--- src/sv/tap_hold_key_table_macros.svh ---
// Assertion macros used by the file that checks the table.
`ifndef TAP_HOLD_KEY_TABLE_MACROS_SVH
`define TAP_HOLD_KEY_TABLE_MACROS_SVH
`ifndef SYNTHESIS
`define THK_ASSERT_NOW(name, clk, rst_n, ante, cons) \
    name: assert property (@(posedge clk) disable iff (!rst_n) (ante) |-> (cons)) \
        else $error("tap_hold_key_table assertion failed");
`define THK_ASSERT_NEXT(name, clk, rst_n, ante, cons) \
    name: assert property (@(posedge clk) disable iff (!rst_n) (ante) |=> (cons)) \
        else $error("tap_hold_key_table assertion failed");
`else
`define THK_ASSERT_NOW(name, clk, rst_n, ante, cons)
`define THK_ASSERT_NEXT(name, clk, rst_n, ante, cons)
`endif
`endif

--- src/sv/thk_pkg.sv ---
package thk_pkg;

    localparam int ENTRIES_DEF    = 8;
    localparam int TIME_BITS_DEF  = 16;
    localparam int WORD_TIME_BITS = 16;

    localparam logic [2:0] OP_TICK  = 3'd0;
    localparam logic [2:0] OP_ARM   = 3'd1;
    localparam logic [2:0] OP_TAP   = 3'd2;
    localparam logic [2:0] OP_HOLD  = 3'd3;
    localparam logic [2:0] OP_CLEAR = 3'd4;

    typedef struct packed {
        logic [2:0]                opcode;
        logic [1:0]                input_kind;
        logic [7:0]                key_code;
        logic [WORD_TIME_BITS-1:0] hold_threshold;
        logic [WORD_TIME_BITS-1:0] time_delta;
    } t_in_word;

    typedef struct packed {
        logic answer;
        logic found;
        logic dropped;
    } t_out_word;

    // Request token that walks down the row of slot cells.
    typedef struct packed {
        logic                      valid;
        logic [2:0]                op;
        logic                      fill;       // second pass of an arm that missed
        logic [1:0]                kind;
        logic [7:0]                key;
        logic [WORD_TIME_BITS-1:0] thr;
        logic [WORD_TIME_BITS-1:0] dt;
        logic                      found;
        logic                      answer;
        logic                      free_seen;
        logic                      claimed;
    } t_tok;

endpackage

--- src/sv/thk_cell.sv ---
module thk_cell #(
    parameter int TIME_BITS = thk_pkg::TIME_BITS_DEF
) (
    input  logic         i_clk,
    input  logic         i_rst_n,
    input  thk_pkg::t_tok i_tok,
    output thk_pkg::t_tok o_tok
);
    import thk_pkg::*;

    localparam int XW = (TIME_BITS > WORD_TIME_BITS) ? TIME_BITS : WORD_TIME_BITS;

    logic                 r_valid, n_valid;
    logic [1:0]           r_kind, n_kind;
    logic [7:0]           r_key, n_key;
    logic [TIME_BITS-1:0] r_thr, n_thr;
    logic [TIME_BITS-1:0] r_el, n_el;
    t_tok                 r_tok, n_tok;

    logic [XW-1:0]        thr_x, dt_x;
    logic [TIME_BITS-1:0] thr_m, dt_m, el_sat;
    logic [TIME_BITS:0]   el_sum;
    logic                 match, hit;

    always_comb begin
        thr_x  = XW'(i_tok.thr);
        dt_x   = XW'(i_tok.dt);
        thr_m  = thr_x[TIME_BITS-1:0];
        dt_m   = dt_x[TIME_BITS-1:0];
        el_sum = {1'b0, r_el} + {1'b0, dt_m};
        el_sat = el_sum[TIME_BITS] ? {TIME_BITS{1'b1}} : el_sum[TIME_BITS-1:0];
        match  = r_valid && (r_kind == i_tok.kind) && (r_key == i_tok.key);
        hit    = (i_tok.op == OP_TAP) ? (r_el < r_thr) : (r_el >= r_thr);

        n_valid = r_valid;
        n_kind  = r_kind;
        n_key   = r_key;
        n_thr   = r_thr;
        n_el    = r_el;
        n_tok   = i_tok;

        if (i_tok.valid) begin
            case (i_tok.op)
                OP_TICK: begin
                    if (r_valid) begin
                        n_el = el_sat;
                    end
                end
                OP_ARM: begin
                    if (i_tok.fill) begin
                        // The first empty slot on the second pass takes the entry.
                        if (!r_valid && !i_tok.claimed) begin
                            n_valid       = 1'b1;
                            n_kind        = i_tok.kind;
                            n_key         = i_tok.key;
                            n_thr         = thr_m;
                            n_el          = '0;
                            n_tok.claimed = 1'b1;
                        end
                    end else if (match) begin
                        n_tok.found = 1'b1;
                        n_thr       = thr_m;
                        n_el        = '0;
                    end else if (!r_valid) begin
                        n_tok.free_seen = 1'b1;
                    end
                end
                OP_TAP, OP_HOLD: begin
                    if (match) begin
                        n_tok.found = 1'b1;
                        if (hit) begin
                            n_tok.answer = 1'b1;
                            n_valid      = 1'b0;
                        end
                    end
                end
                OP_CLEAR: begin
                    n_valid = 1'b0;
                end
                default: begin
                end
            endcase
        end
    end

    always_ff @(posedge i_clk) begin
        if (!i_rst_n) begin
            r_valid <= 1'b0;
            r_tok   <= '0;
        end else begin
            r_valid <= n_valid;
            r_tok   <= n_tok;
        end
        r_kind <= n_kind;
        r_key  <= n_key;
        r_thr  <= n_thr;
        r_el   <= n_el;
    end

    assign o_tok = r_tok;

endmodule

--- src/sv/tap_hold_key_table.sv ---
// An accepted word's token passes through the ENTRIES slot cells, then the parked result
// register and the output register; an arm that matches no slot but sees a free one first
// walks the row a second time. The next word is taken only once the last result has moved
// to the output register; the request token walks one slot cell per cycle.
// Reset (synchronous, active low) empties the table and clears all handshakes.
`include "tap_hold_key_table_macros.svh"

module tap_hold_key_table #(
    parameter int ENTRIES   = thk_pkg::ENTRIES_DEF,
    parameter int TIME_BITS = thk_pkg::TIME_BITS_DEF
) (
    input  logic              i_clk,
    input  logic              i_rst_n,
    input  logic              i_in_valid,
    output logic              o_in_ready,
    input  thk_pkg::t_in_word i_in_word,
    output logic              o_out_valid,
    input  logic              i_out_ready,
    output thk_pkg::t_out_word o_out_word
);
    import thk_pkg::*;

    // The table is a row of slot cells. A request becomes a token that enters the
    // first cell when the word is accepted and moves one cell per cycle. Each cell
    // compares the token against its own entry and updates itself: a tick ages
    // the entry, an arm re-arms or fills it, a query may remove it, a clear empties it.
    // Entries are unique by kind and key, so at most one cell matches any request.

    // An arm that matches nothing only learns at the end of the row whether a
    // free slot exists. If one does, it runs a second pass in which the first
    // empty cell claims the entry, which gives the lowest free slot.

    t_tok tok [ENTRIES+1];
    t_tok tail;
    logic accept;
    logic launch;

    logic      r_busy, n_busy;
    logic      r_fin_v, n_fin_v;
    t_out_word r_fin, n_fin;
    logic      r_out_v, n_out_v;
    t_out_word r_out, n_out;

    assign accept = i_in_valid && o_in_ready;
    assign tail   = tok[ENTRIES];
    assign launch = tail.valid && (tail.op == OP_ARM) && !tail.fill && !tail.found
                    && tail.free_seen;

    // Head of the row: a fresh word, or the second pass of a missed arm.
    always_comb begin
        if (launch) begin
            tok[0]         = tail;
            tok[0].fill    = 1'b1;
            tok[0].claimed = 1'b0;
        end else begin
            tok[0]           = '0;
            tok[0].valid     = accept;
            tok[0].op        = i_in_word.opcode;
            tok[0].kind      = i_in_word.input_kind;
            tok[0].key       = i_in_word.key_code;
            tok[0].thr       = i_in_word.hold_threshold;
            tok[0].dt        = i_in_word.time_delta;
        end
    end

    for (genvar g = 0; g < ENTRIES; g++) begin : g_cell
        thk_cell #(
            .TIME_BITS(TIME_BITS)
        ) u_cell (
            .i_clk  (i_clk),
            .i_rst_n(i_rst_n),
            .i_tok  (tok[g]),
            .o_tok  (tok[g+1])
        );
    end

    // The finished token is parked until the output register is free, so the
    // row itself never stalls.
    always_comb begin
        n_busy  = r_busy;
        n_fin_v = r_fin_v;
        n_fin   = r_fin;
        n_out_v = r_out_v;
        n_out   = r_out;

        if (accept) begin
            n_busy = 1'b1;
        end

        if (tail.valid && !launch) begin
            n_fin_v       = 1'b1;
            n_fin.answer  = tail.answer;
            n_fin.found   = tail.found;
            n_fin.dropped = (tail.op == OP_ARM) && !tail.fill && !tail.found
                            && !tail.free_seen;
        end

        if (r_fin_v && (!r_out_v || i_out_ready)) begin
            n_out_v = 1'b1;
            n_out   = r_fin;
            n_fin_v = 1'b0;
            n_busy  = 1'b0;
        end else if (r_out_v && i_out_ready) begin
            n_out_v = 1'b0;
        end
    end

    always_ff @(posedge i_clk) begin
        if (!i_rst_n) begin
            r_busy  <= 1'b0;
            r_fin_v <= 1'b0;
            r_out_v <= 1'b0;
        end else begin
            r_busy  <= n_busy;
            r_fin_v <= n_fin_v;
            r_out_v <= n_out_v;
        end
        r_fin <= n_fin;
        r_out <= n_out;
    end

    assign o_in_ready  = !r_busy;
    assign o_out_valid = r_out_v;
    assign o_out_word  = r_out;

    // Only one word is ever inside the block.
    `THK_ASSERT_NEXT(a_one_in_flight, i_clk, i_rst_n, accept, !o_in_ready)
    // A parked result always belongs to the word in flight.
    `THK_ASSERT_NOW(a_fin_busy, i_clk, i_rst_n, r_fin_v, r_busy)
    // A positive answer removes an entry that was found.
    `THK_ASSERT_NOW(a_answer_found, i_clk, i_rst_n, r_out_v && r_out.answer, r_out.found)
    // A dropped arm found neither a match nor a free slot.
    `THK_ASSERT_NOW(a_drop_alone, i_clk, i_rst_n, r_out_v && r_out.dropped,
        !r_out.found && !r_out.answer)

endmodule

--- config.mk ---
export PLATFORM = sky130hd
export DESIGN_NAME = tap_hold_key_table
export DESIGN_NICKNAME = d
export VERILOG_FILES = /design/src/sv/thk_pkg.sv /design/src/sv/thk_cell.sv /design/src/sv/tap_hold_key_table.sv
export VERILOG_INCLUDE_DIRS = /design/src /design/src/sv
export SDC_FILE = /design/constraint.sdc
export NUM_CORES = 1
export LEC_CHECK = 0
export ABC_AREA = 1
export BUFFER_PORTS_ARGS = -buffer_cell sky130_fd_sc_hd__buf_2
export CORE_MARGIN = 2
export CORE_UTILIZATION = 40
export CTS_CLUSTER_DIAMETER = 100
export CTS_CLUSTER_SIZE = 40
export DETAILED_ROUTE_END_ITERATION = 10
export GPL_TIMING_DRIVEN = 0
export PLACE_DENSITY = 0.52
export SYNTH_ARGS = -nofsm -noshare
export SYNTH_HDL_FRONTEND = slang
export SYNTH_SLANG_ARGS = --single-unit
--- constraint.sdc ---
create_clock -name i_clk -period 8 [get_ports i_clk]
set_input_delay 1.6 -clock i_clk [delete_from_list [all_inputs] [get_ports i_clk]]
set_output_delay 1.6 -clock i_clk [all_outputs]
set_load 0.02 [all_outputs]
# Word level (Yosys, flattened, before mapping)
# Index checks and enable logic that the tools add are counted.
[word_totals]
elab_cells = 633
mem_count = 0
latch_bits = 0
romBits = 0
out_inout_bits = 5
ram_bits = 0
in_bits = 49
regBits = 760
[op_classes]
shifts = 0
multipliers = 0
div = 0
reduce_logical = 132
addsub = 8
bitwise_logic = 1
magnitude_cmp = 16
n_eq_ne = 113
muxes = 227
[ops]
columns = ["op", "count"]
rows = [
  ["16-bit two-way mux", 64],
  ["16-bit one-hot mux with 2 select lines", 8],
  ["16-bit by 16-bit adder with 17-bit output", 8],
  ["16-bit greater-or-equal comparator", 8],
  ["16-bit less-than comparator", 8],
  ["1-bit two-way mux", 114],
  ["2-bit by 1-bit inequality test with 1-bit output, second input constant", 40],
  ["8-bit == test", 8],
  ["4-bit AND reduction", 16],
  ["51-bit two-way mux", 1],
  ["3-bit by 2-bit == test with 1-bit output, second input constant", 16],
  ["6-bit AND reduction", 8],
  ["3-bit by 2-bit inequality test with 1-bit output, second input constant", 14],
  ["5-bit AND reduction", 8],
  ["1-bit logical AND", 35],
  ["2-bit nonzero test", 17],
  ["2-bit two-way mux", 16],
  ["4-bit two-way mux", 8],
  ["3-bit by 1-bit == test with 1-bit output, second input constant", 9],
  ["3-bit == test, second input constant", 8],
  ["3-bit logical NOT", 8],
  ["1-bit one-hot mux with 3 select lines", 8],
  ["3-bit nonzero test", 8],
  ["1-bit logical NOT", 22],
  ["other kinds (8)", 37],
]

# Logic depth before layout (Yosys ltp)
# Gate-level depths: netlist of the first run.
[logic_depth]
ltp_word = 13
mapped_depth = 22
mapped_depth_nobuf = 20

# By module
# A second synthesis of the first run with hierarchy kept.
[unflattened]
hier_cells = 4229
area_unflattened_um2 = 36299.8
[by_module_without_submodules]
columns = ["mod", "n_inst", "cells_per_inst", "seq_area_each_um2", "area_each_um2"]
rows = [
  ["thk_cell (g_cell[2].u_cell ...)", 3, 503, 2302.2, 4414.2],
  ["thk_cell (g_cell[5].u_cell ...)", 3, 504, 2302.2, 4401.7],
  ["thk_cell (g_cell[0].u_cell)", 1, 517, 2302.2, 4474.3],
  ["thk_cell (g_cell[1].u_cell)", 1, 516, 2302.2, 4450.5],
  ["tap_hold_key_table", 1, 175, 240.2, 927.1],
]

# Worst setup path before layout of the first run
# OpenSTA, ideal clock, no wires.
[synth_timing]
kind = "input-to-reg"
start = "input port i_in_word[0] in the netlist's numbering"
end = "register g_cell[0].u_cell.r_el[12], data pin"
arrival_time_ns = 3.431
path_buffers = 0
path_slack_ns = 4.310
required_time_ns = 7.740
stages = 14
path_cell_list = "nand2_1 -> o21ai_0 -> ha_1 -> inv_1 -> fa_1 -> o21ai_2 -> nand2_1 -> nand2_1 -> inv_1 -> o21ai_2 -> a21boi_0 -> o21ai_0 -> xnor2_1 -> a21oi_1"
[synth_rtl]
columns = ["item", "line", "rtl"]
rows = [
  ["from (decl)", "tap_hold_key_table.sv:16", "input thk_pkg::t_in_word i_in_word,"],
  ["to (signal assigned)", "thk_cell.sv:97", "r_el <= n_el;"],
  ["to (decl)", "thk_cell.sv:17", "logic [TIME_BITS-1:0] r_el, n_el;"],
]

==> key figures, run 1 <==
Run status
  – Outcome: completed

Global routing
  – Tot GR Track Use: between 20% and 30%
  – GRT overflow: 0
  – Vias in the first global route: 24487
  – Gr busiest metal: met2
  – Met3 GRT Util: ~1.9%
  – Met1 Track Usage GR: 28.0%
  – First-pass GRT wire length: 141 mm
  – Initial antenna violation count: 3
  – Largest net degree at the start of global routing: 42
  – Met2 usage: 34.6%

Placement
  – Port Buffer Count: 52
  – HPWL after detailed placement: 74.9 mm
  – Placed cell count: between 5000 and 6000
  – GP Congestion: roughly 0.9

Clocking
  – CTS tree: built
  – CTS H-tree depth: 1
  – Number of instances resized during post-cts repair: 0
  – CTS sink cnt: 760
  – CTS Root Cell: clkbuf_16
  – Postcts setup bufs: 0
  – Clock latency on the worst-skew pair: 0.67 ns
  – CTS Buf Count: 31
  – Post-CTS Hold Fix Bufs: 0
  – Clock buffer depth: 3
  – Clk slew on worst S/H paths: 0.12 ns

Critical path
  – Reg2Reg Capture Point: g_cell[0].u_cell.r_el[8]$_SDFFCE_PN0P_
  – Critical path's largest stage delay: 0.47 ns
  – Crit path buf inv count: 6
  – Most common cell on crit path: nand2_1
  – Critical path destination: g_cell[0].u_cell.r_el[8]$_SDFFCE_PN0P_
  – Setup crit start kind: register
  – WP data arrival: 4.73 ns
  – WP depth: 20
  – CP Capture Type: register
  – Crit path max fanout: 10
  – Cell chain of the critical path: inv_1 -> nand2_2 -> nor2_8 -> nand3_2 -> buf_2 -> clkbuf_1 -> nand2_1 -> o21ai_0 -> ha_1 -> inv_1 -> fa_1 -> o21ai_2 -> nand2_1 -> nand2_1 -> inv_1 -> o21ai_2 -> nand3_1 -> nand2_1 -> inv_2 -> a31oi_1
  – Setup Crit Path Kind: register to register
  – CP startpoint: g_cell[7].u_cell.o_tok[3]$_SDFF_PN0_
  – Reg2Reg Depth: 20
  – Worst Path Required: 8.47 ns
  – CP delay by family, top: buffers and inverters
  – Reg2Reg Launch Point: g_cell[7].u_cell.o_tok[3]$_SDFF_PN0_
  – Critical path's slowest cell: fa_1
  – Worst reg2reg setup slack: 3.74 ns

Pwr
  – Pwr Density: between 150 and 200 nW/um2
  – Peak VDD IR: 0.198 mV
  – Overall power: just under 7000 uW
  – Lkg Pwr: 0.0189 uW

Floorplan
  – Die Ht: just over 300 um
  – Total core area: 88200 um2
  – Initial core utilization: 40.4%
  – IO Pins: 54
  – Rows: 109
  – Die width: a little over 300 um
  – Full die area: 91400 um2

Synthesis
  – Synth Cell Area: approximately 36000 um2
  – Sequential-to-total area share from yosys stat: 52.3%
  – Mapped Cells: 4025
  – Syn Area/Cell: 8.85 um2
  – Unique cell type count in the Yosys netlist: 52
  – Synth Register Bits: 760
  – Syn_nets: 4339
  – Ys Warns: 0

Routing
  – DR vias: ~26000
  – Drt pass-1 iters: 5
  – WL final: approximately 93 mm
  – Routed len/inst: 17.5 um
  – DRC violations left: 0
  – Final antenna-violating net count: 0
  – Vias per cell: slightly below 5
  – Initial drt markers: 1716

Layout
  – Post-route insts no fill: 5302
  – Nets: 4427
  – P&R area growth vs syn: 8.48%
  – # diodes: 0
  – Share of cells above drive strength 1: 5.61%

STA
  – Period utilization: 53.2%
  – RSZ-0062 raised after global routing: no
  – Final clock skew: 0.0533 ns
  – Hold Vio Cnt, Final: 0
  – Slew margin rel.: 22.2%
  – Fmax: 235 MHz
  – Setup total negative slack: 0 ns
  – Post-route minimum period: 4.26 ns
  – Final setup violation count: 0
  – Max-slew violation count: 0
  – Worst slew pin tran: 1.17 ns

Flow run
  – Max cap viols: 0

Hold path
  – Class of the tightest hold or removal check: register to register
  – Hold Startpoint: r_fin[1]$_DFFE_PP_
  – Hold Path Stages: 0
-- cells in the mapped netlist (all sizes together) --
cell type	number	area (um2)
inv	886	3330
nand2	827	3130
dfxtp	418	8370
edfxtp	342	10300
ha	257	3220
a21oi	247	1240
nor2	233	901
o21ai	173	911
nand3	122	621
or2	65	407
nand4	57	357
clkbuf	55	206
xor2	48	420
xnor2	47	412
a31oi	45	282
nor3	26	150
o21bai	17	128
nand3b	16	120
a211oi	15	118
buf	14	78.8
nor4	14	87.6
a21boi	12	90.1
o31ai	12	90.1
o21a	10	75.1
a221oi	9	78.8
a31o	8	70.1
fa	8	160
o2111ai	8	70.1
and3	6	37.5
o211ai	6	45.0
a21o	5	37.5
clkinv	5	18.8
o22ai	5	31.3
o211a	3	30.0
nor3b	2	15.0
a22o	1	8.76
o221ai	1	8.76
-- flip-flops by register name (all words and copies together), names as in the netlist --
signal and flops:
g_cell.u_cell.r_valid 8, r_fin_v 1, g_cell.u_cell.r_thr 128, o_out_word 3, g_cell.u_cell.r_el 128, g_cell.u_cell.r_kind 16, r_fin 3, g_cell.u_cell.r_key 64
o_out_valid 1, r_busy 1, g_cell.u_cell.o_tok 407
-- final cells by class --
cell class,instances,area (um2)
buffer,69,285
tap,1165,1460
clock buffer,35,801
multi-input combinational,2305,13300
fill,8897,49600
inverter,891,3340
sequential,760,18600
timing repair buffer,55,294
clock inverter,22,458
-- metrics by stage --
step | instance area, um2 | setup WS [ns] | utilization, % | hold slack, ns
after floorplan | 35600 | 4.31 | - | 0.400
after global placement | 37300 | 3.68 | 42.3 | 0.413
after detailed placement | 37400 | 3.73 | 42.3 | 0.406
after CTS | 38600 | 3.84 | 43.8 | 0.435
after global routing | 38600 | 3.51 | 43.8 | 0.441
final | 38600 | 3.74 | 43.8 | 0.432
-- kinds of logic after synthesis --
| logic type | after synthesis | synth area share [%] |
|---|---|---|
| AOI/OAI and AO/OA | 577 | 9.29 |
| DFF | 760 | 52.3 |
| xor gates and xnor gates | 95 | 2.34 |
| adders and majority gates | 265 | 9.48 |
| buffers and inverters | 960 | 10.2 |
| and+or+nand+nor | 1368 | 16.4 |
-- per-layer routing --
metal  share of wire, %  vias up
met2                 47      400
met5                  0        -
li1                   -    13045
met3                3.6       85
met1                 47    12002
met4                2.2        0
-- power breakdown --
part	leakage (uW)	internal (uW)	switching, uW	total, uW
sequential	0.00653	4080	42.8	4120
clock	0.000589	875	1430	2300
combinational	0.0118	106	212	318
total	0.0189	5060	1680	6740
-- layout by cell type, fill, tap and decap left out, types with 7 or more instances in the layout --
cell type	count
edfxtp_1	342
or2_2	64
xor2_1	48
ha_1	257
nand4_1	57
nor4_1	14
fa_1	8
a21oi_1	247
a21boi_0	9
clkbuf_16	31
a31o_2	8
o31ai_1	12
dfxtp_1	418
o2111ai_1	8
nor2_1	228
nand3b_1	16
nand2_1	820
o21bai_1	17
inv_2	8
buf_2	61
inv_1	878
clkinv_16	7
a211oi_1	14
o21ai_1	19
a221oi_1	9
nand3_1	120
o21a_1	10
o21ai_0	142
o21ai_2	12
nor3_1	22
xnor2_1	47
clkbuf_1	58
a31oi_1	45
-- how the worst min path moves through the flow --
stage,to,slack (ns)
after detailed placement,o_out_word[1]$_DFFE_PP_,0.41
final,o_out_word[1]$_DFFE_PP_,0.43
after floorplan,o_out_word[0]$_DFFE_PP_,0.40
after global routing,o_out_word[1]$_DFFE_PP_,0.44
after global placement,o_out_word[2]$_DFFE_PP_,0.41
after CTS,o_out_word[1]$_DFFE_PP_,0.44
Note: power is estimated with default switching activity, not from simulation.
==> run 2: changes to the inputs <==
--- a/config.mk
+++ b/config.mk
@@ -14,7 +14,7 @@
 export CTS_CLUSTER_SIZE = 40
 export DETAILED_ROUTE_END_ITERATION = 10
 export GPL_TIMING_DRIVEN = 0
-export PLACE_DENSITY = 0.52
+export PLACE_DENSITY = 0.54
 export SYNTH_ARGS = -nofsm -noshare
 export SYNTH_HDL_FRONTEND = slang
 export SYNTH_SLANG_ARGS = --single-unit
==> constraint.sdc (replaced) <==
create_clock -name i_clk -period 3.58 [get_ports i_clk]
set_input_delay 0.716 -clock i_clk [delete_from_list [all_inputs] [get_ports i_clk]]
set_output_delay 0.716 -clock i_clk [all_outputs]
set_load 0.02 [all_outputs]
==> key figures, run 2 (synthesized netlist as in run 1, its figures left out) <==
Critical path
  – CP Capture Type: register (unchanged)
  – Setup Crit Path Kind: register to register (unchanged)
  – Most common cell on crit path: o21ai_0 (was nand2_1)
  – Reg2Reg Depth: 16 (was 20)
  – Setup crit start kind: register (unchanged)
  – CP delay by family, top: compound AO/OA/AOI/OAI gates (was buffers and inverters)
  – Critical path's largest stage delay: 0.37 ns (was 0.47 ns)
  – Crit path buf inv count: 4 (was 6)
  – WP data arrival: 3.79 ns (was 4.73 ns)
  – Crit path max fanout: 11 (was 10)
  – Worst Path Required: 3.98 ns (was 8.47 ns)
  – Cell chain of the critical path: nor2_2 -> nand2_2 -> nor2_8 -> nand3_2 -> buf_8 -> clkbuf_4 -> nand2_1 -> o21ai_4 -> ha_1 -> a21oi_1 -> o21ai_0 -> a221oi_2 -> nand2_4 -> buf_4 -> o21ai_0 -> inv_1 (was inv_1 -> nand2_2 -> nor2_8 -> nand3_2 -> buf_2 -> clkbuf_1 -> nand2_1 -> o21ai_0 -> ha_1 -> inv_1 -> fa_1 -> o21ai_2 -> nand2_1 -> nand2_1 -> inv_1 -> o21ai_2 -> nand3_1 -> nand2_1 -> inv_2 -> a31oi_1)
  – Critical path's slowest cell: ha_1 (was fa_1)
  – WP depth: 16 (was 20)

Clocking
  – CTS sink cnt: 760 (unchanged)
  – Clock buffer depth: 3 (unchanged)
  – CTS Buf Count: 31 (unchanged)
  – CTS Root Cell: clkbuf_16 (unchanged)
  – Clock latency on the worst-skew pair: 0.66 ns (was 0.67 ns)
  – Clk slew on worst S/H paths: 0.13 ns (was 0.12 ns)
  – CTS H-tree depth: 1 (unchanged)
  – CTS tree: built (unchanged)

STA
  – Period utilization: 94.4% (was 53.2%)
  – Final setup violation count: 0 (unchanged)
  – Worst hold slack: 0.300 ns (was 0.432 ns)
  – Worst slew pin tran: 1.13 ns (was 1.17 ns)
  – Final clock skew: 0.0417 ns (was 0.0533 ns)
  – Max-slew violation count: 0 (unchanged)
  – Slew margin rel.: 24.4% (was 22.2%)
  – Hold Vio Cnt, Final: 0 (unchanged)
  – Fmax: 296 MHz (was 235 MHz)
  – Post-route minimum period: 3.38 ns (was 4.26 ns)

Layout
  – P&R area growth vs syn: 8.75% (was 8.48%)
  – Most common cell after layout, fill and taps aside: inv_1 (unchanged)
  – Nets: 4427 (unchanged)
  – Max reg flops: 407 (unchanged)
  – Share of cells above drive strength 1: 6.31% (was 5.61%)
  – # fillers: 8840 (was 8897)
  – Commonest cells after routing, fill and taps aside: inv_1 (878), nand2_1 (818), dfxtp_1 (417), edfxtp_1 (342), ha_1 (256) (was inv_1 (878), nand2_1 (820), dfxtp_1 (418), edfxtp_1 (342), ha_1 (257))

Placement
  – Port Buffer Count: 52 (unchanged)
  – GP Congestion: 0.900 (was 0.896)
  – HPWL after detailed placement: 73.7 mm (was 74.9 mm)

Routing
  – DR vias: 25643 (was 25532)
  – Initial drt markers: 1868 (was 1716)
  – Final antenna-violating net count: 0 (unchanged)
  – WL final: 92.0 mm (was 92.9 mm)
  – Drt pass-1 iters: 5 (unchanged)
  – Vias per cell: 4.84 (was 4.82)
  – DRC violations left: 0 (unchanged)
  – Routed len/inst: 17.4 um (was 17.5 um)

Floorplan
  – Total core area: 88200 um2 (unchanged)
  – Die width: 302 um (unchanged)
  – Die Ht: 302 um (unchanged)
  – Rows: 109 (unchanged)
  – Full die area: 91400 um2 (unchanged)
  – Initial core utilization: 40.4% (unchanged)
  – IO Pins: 54 (unchanged)

Global routing
  – Tot GR Track Use: 19.9% (was 20.3%)
  – GRT overflow: 0 (unchanged)
  – Largest net degree at the start of global routing: 42 (unchanged)
  – Initial antenna violation count: 2 (was 3)
  – Vias in the first global route: 24401 (was 24487)
  – First-pass GRT wire length: 139 mm (was 141 mm)

Pwr
  – Peak VDD IR: 0.477 mV (was 0.198 mV)
  – Pwr Density: 386 nW/um2 (was 175 nW/um2)
  – Lkg Pwr: 0.0188 uW (was 0.0189 uW)
  – Overall power: 14900 uW (was 6740 uW)

Hold path
  – Class of the tightest hold or removal check: input pin to register (was register to register)
  – Hold Path Stages: 3 (was 0)

Flow run
  – Max cap viols: 0 (unchanged)

Run status
  – Outcome: completed (unchanged)
run 2: cell types whose count changed in the layout (fill, tap and decap cells not counted), moves of 4 or more:
cell / change
clkbuf_1: -4
o21ai_4: +5
nor2_1: -6
o21ai_2: +6
nor2_2: +6
o21ai_0: -12
run 2: through the flow:
step / instance area [um2] / setup slack (ns) / utilization, % / std cells / setup TNS [ns]
final: 38700 / 0.199 / 43.9 / 5303 / 0
after global routing: 38700 / -0.00611 / 43.9 / 5302 / -0.0120
after CTS: 38600 / 0.00726 / 43.7 / 5302 / 0
after detailed placement: 37400 / -0.438 / 42.3 / 5245 / -10.08
after global placement: 37300 / -0.475 / 42.3 / 5242 / -19.65
after floorplan: 35600 / 0.464 / - / 4025 / 0
run 2: power by group:
group,internal (uW),total (uW),switching [uW]
sequential,9120,9210,92.7
clock,1840,5000,3160
combinational,243,720,477
run 2: cell type report:
type                            instances  area (um2)  share of cell area (%)
Antenna cell                            1        2.50                 0.00646
Buffer                                 68         303                   0.782
Clock buffer                           33         783                    2.02
Clock inverter                         24         410                    1.06
Inverter                              891        3350                    8.64
Multi-Input combinational cell       2305       13500                    34.8
Sequential cell                       760       18600                    48.1
Tap cell                             1165        1460                    3.76
Timing Repair Buffer                   56         302                   0.779
run 2: final timing paths:
kind	start	end	slack (ns)
max	g_cell[7].u_cell.o_tok[49]$_SDFF_PN0_	g_cell[0].u_cell.r_el[3]$_SDFFCE_PN0P_	0.20
min	i_in_valid	r_busy$_SDFFE_PP0P_	0.30
max reg2reg	g_cell[7].u_cell.o_tok[49]$_SDFF_PN0_	g_cell[0].u_cell.r_el[3]$_SDFFCE_PN0P_	0.20
min reg2reg	r_fin[1]$_DFFE_PP_	o_out_word[1]$_DFFE_PP_	0.44
run 2: routing by layer:
| metal | part of all wire [%] | vias up | GRT usage, % |
|---|---|---|---|
| li1 | - | 13048 | - |
| met1 | 47 | 12036 | 28.3 |
| met2 | 47 | 461 | 33.5 |
| met3 | 3.9 | 98 | 1.45 |
| met4 | 2.2 | 0 | 4.08 |
| met5 | 0 | - | 0 |
run 2: what timing repair did:
action | CTS | global route
buffers inserted | 0 | 1
endpoints found under the setup margin | 73 | 145
hold buffers | 0 | 0
gates resized for setup | 21 | 36
pin swaps | 0 | 1
run 2: tightest hold or removal path: cells and delay by family:
family | cells | cell delay, ns
and+or+nand+nor | 2 | 0.11
buffers and inverters | 1 | 0.09
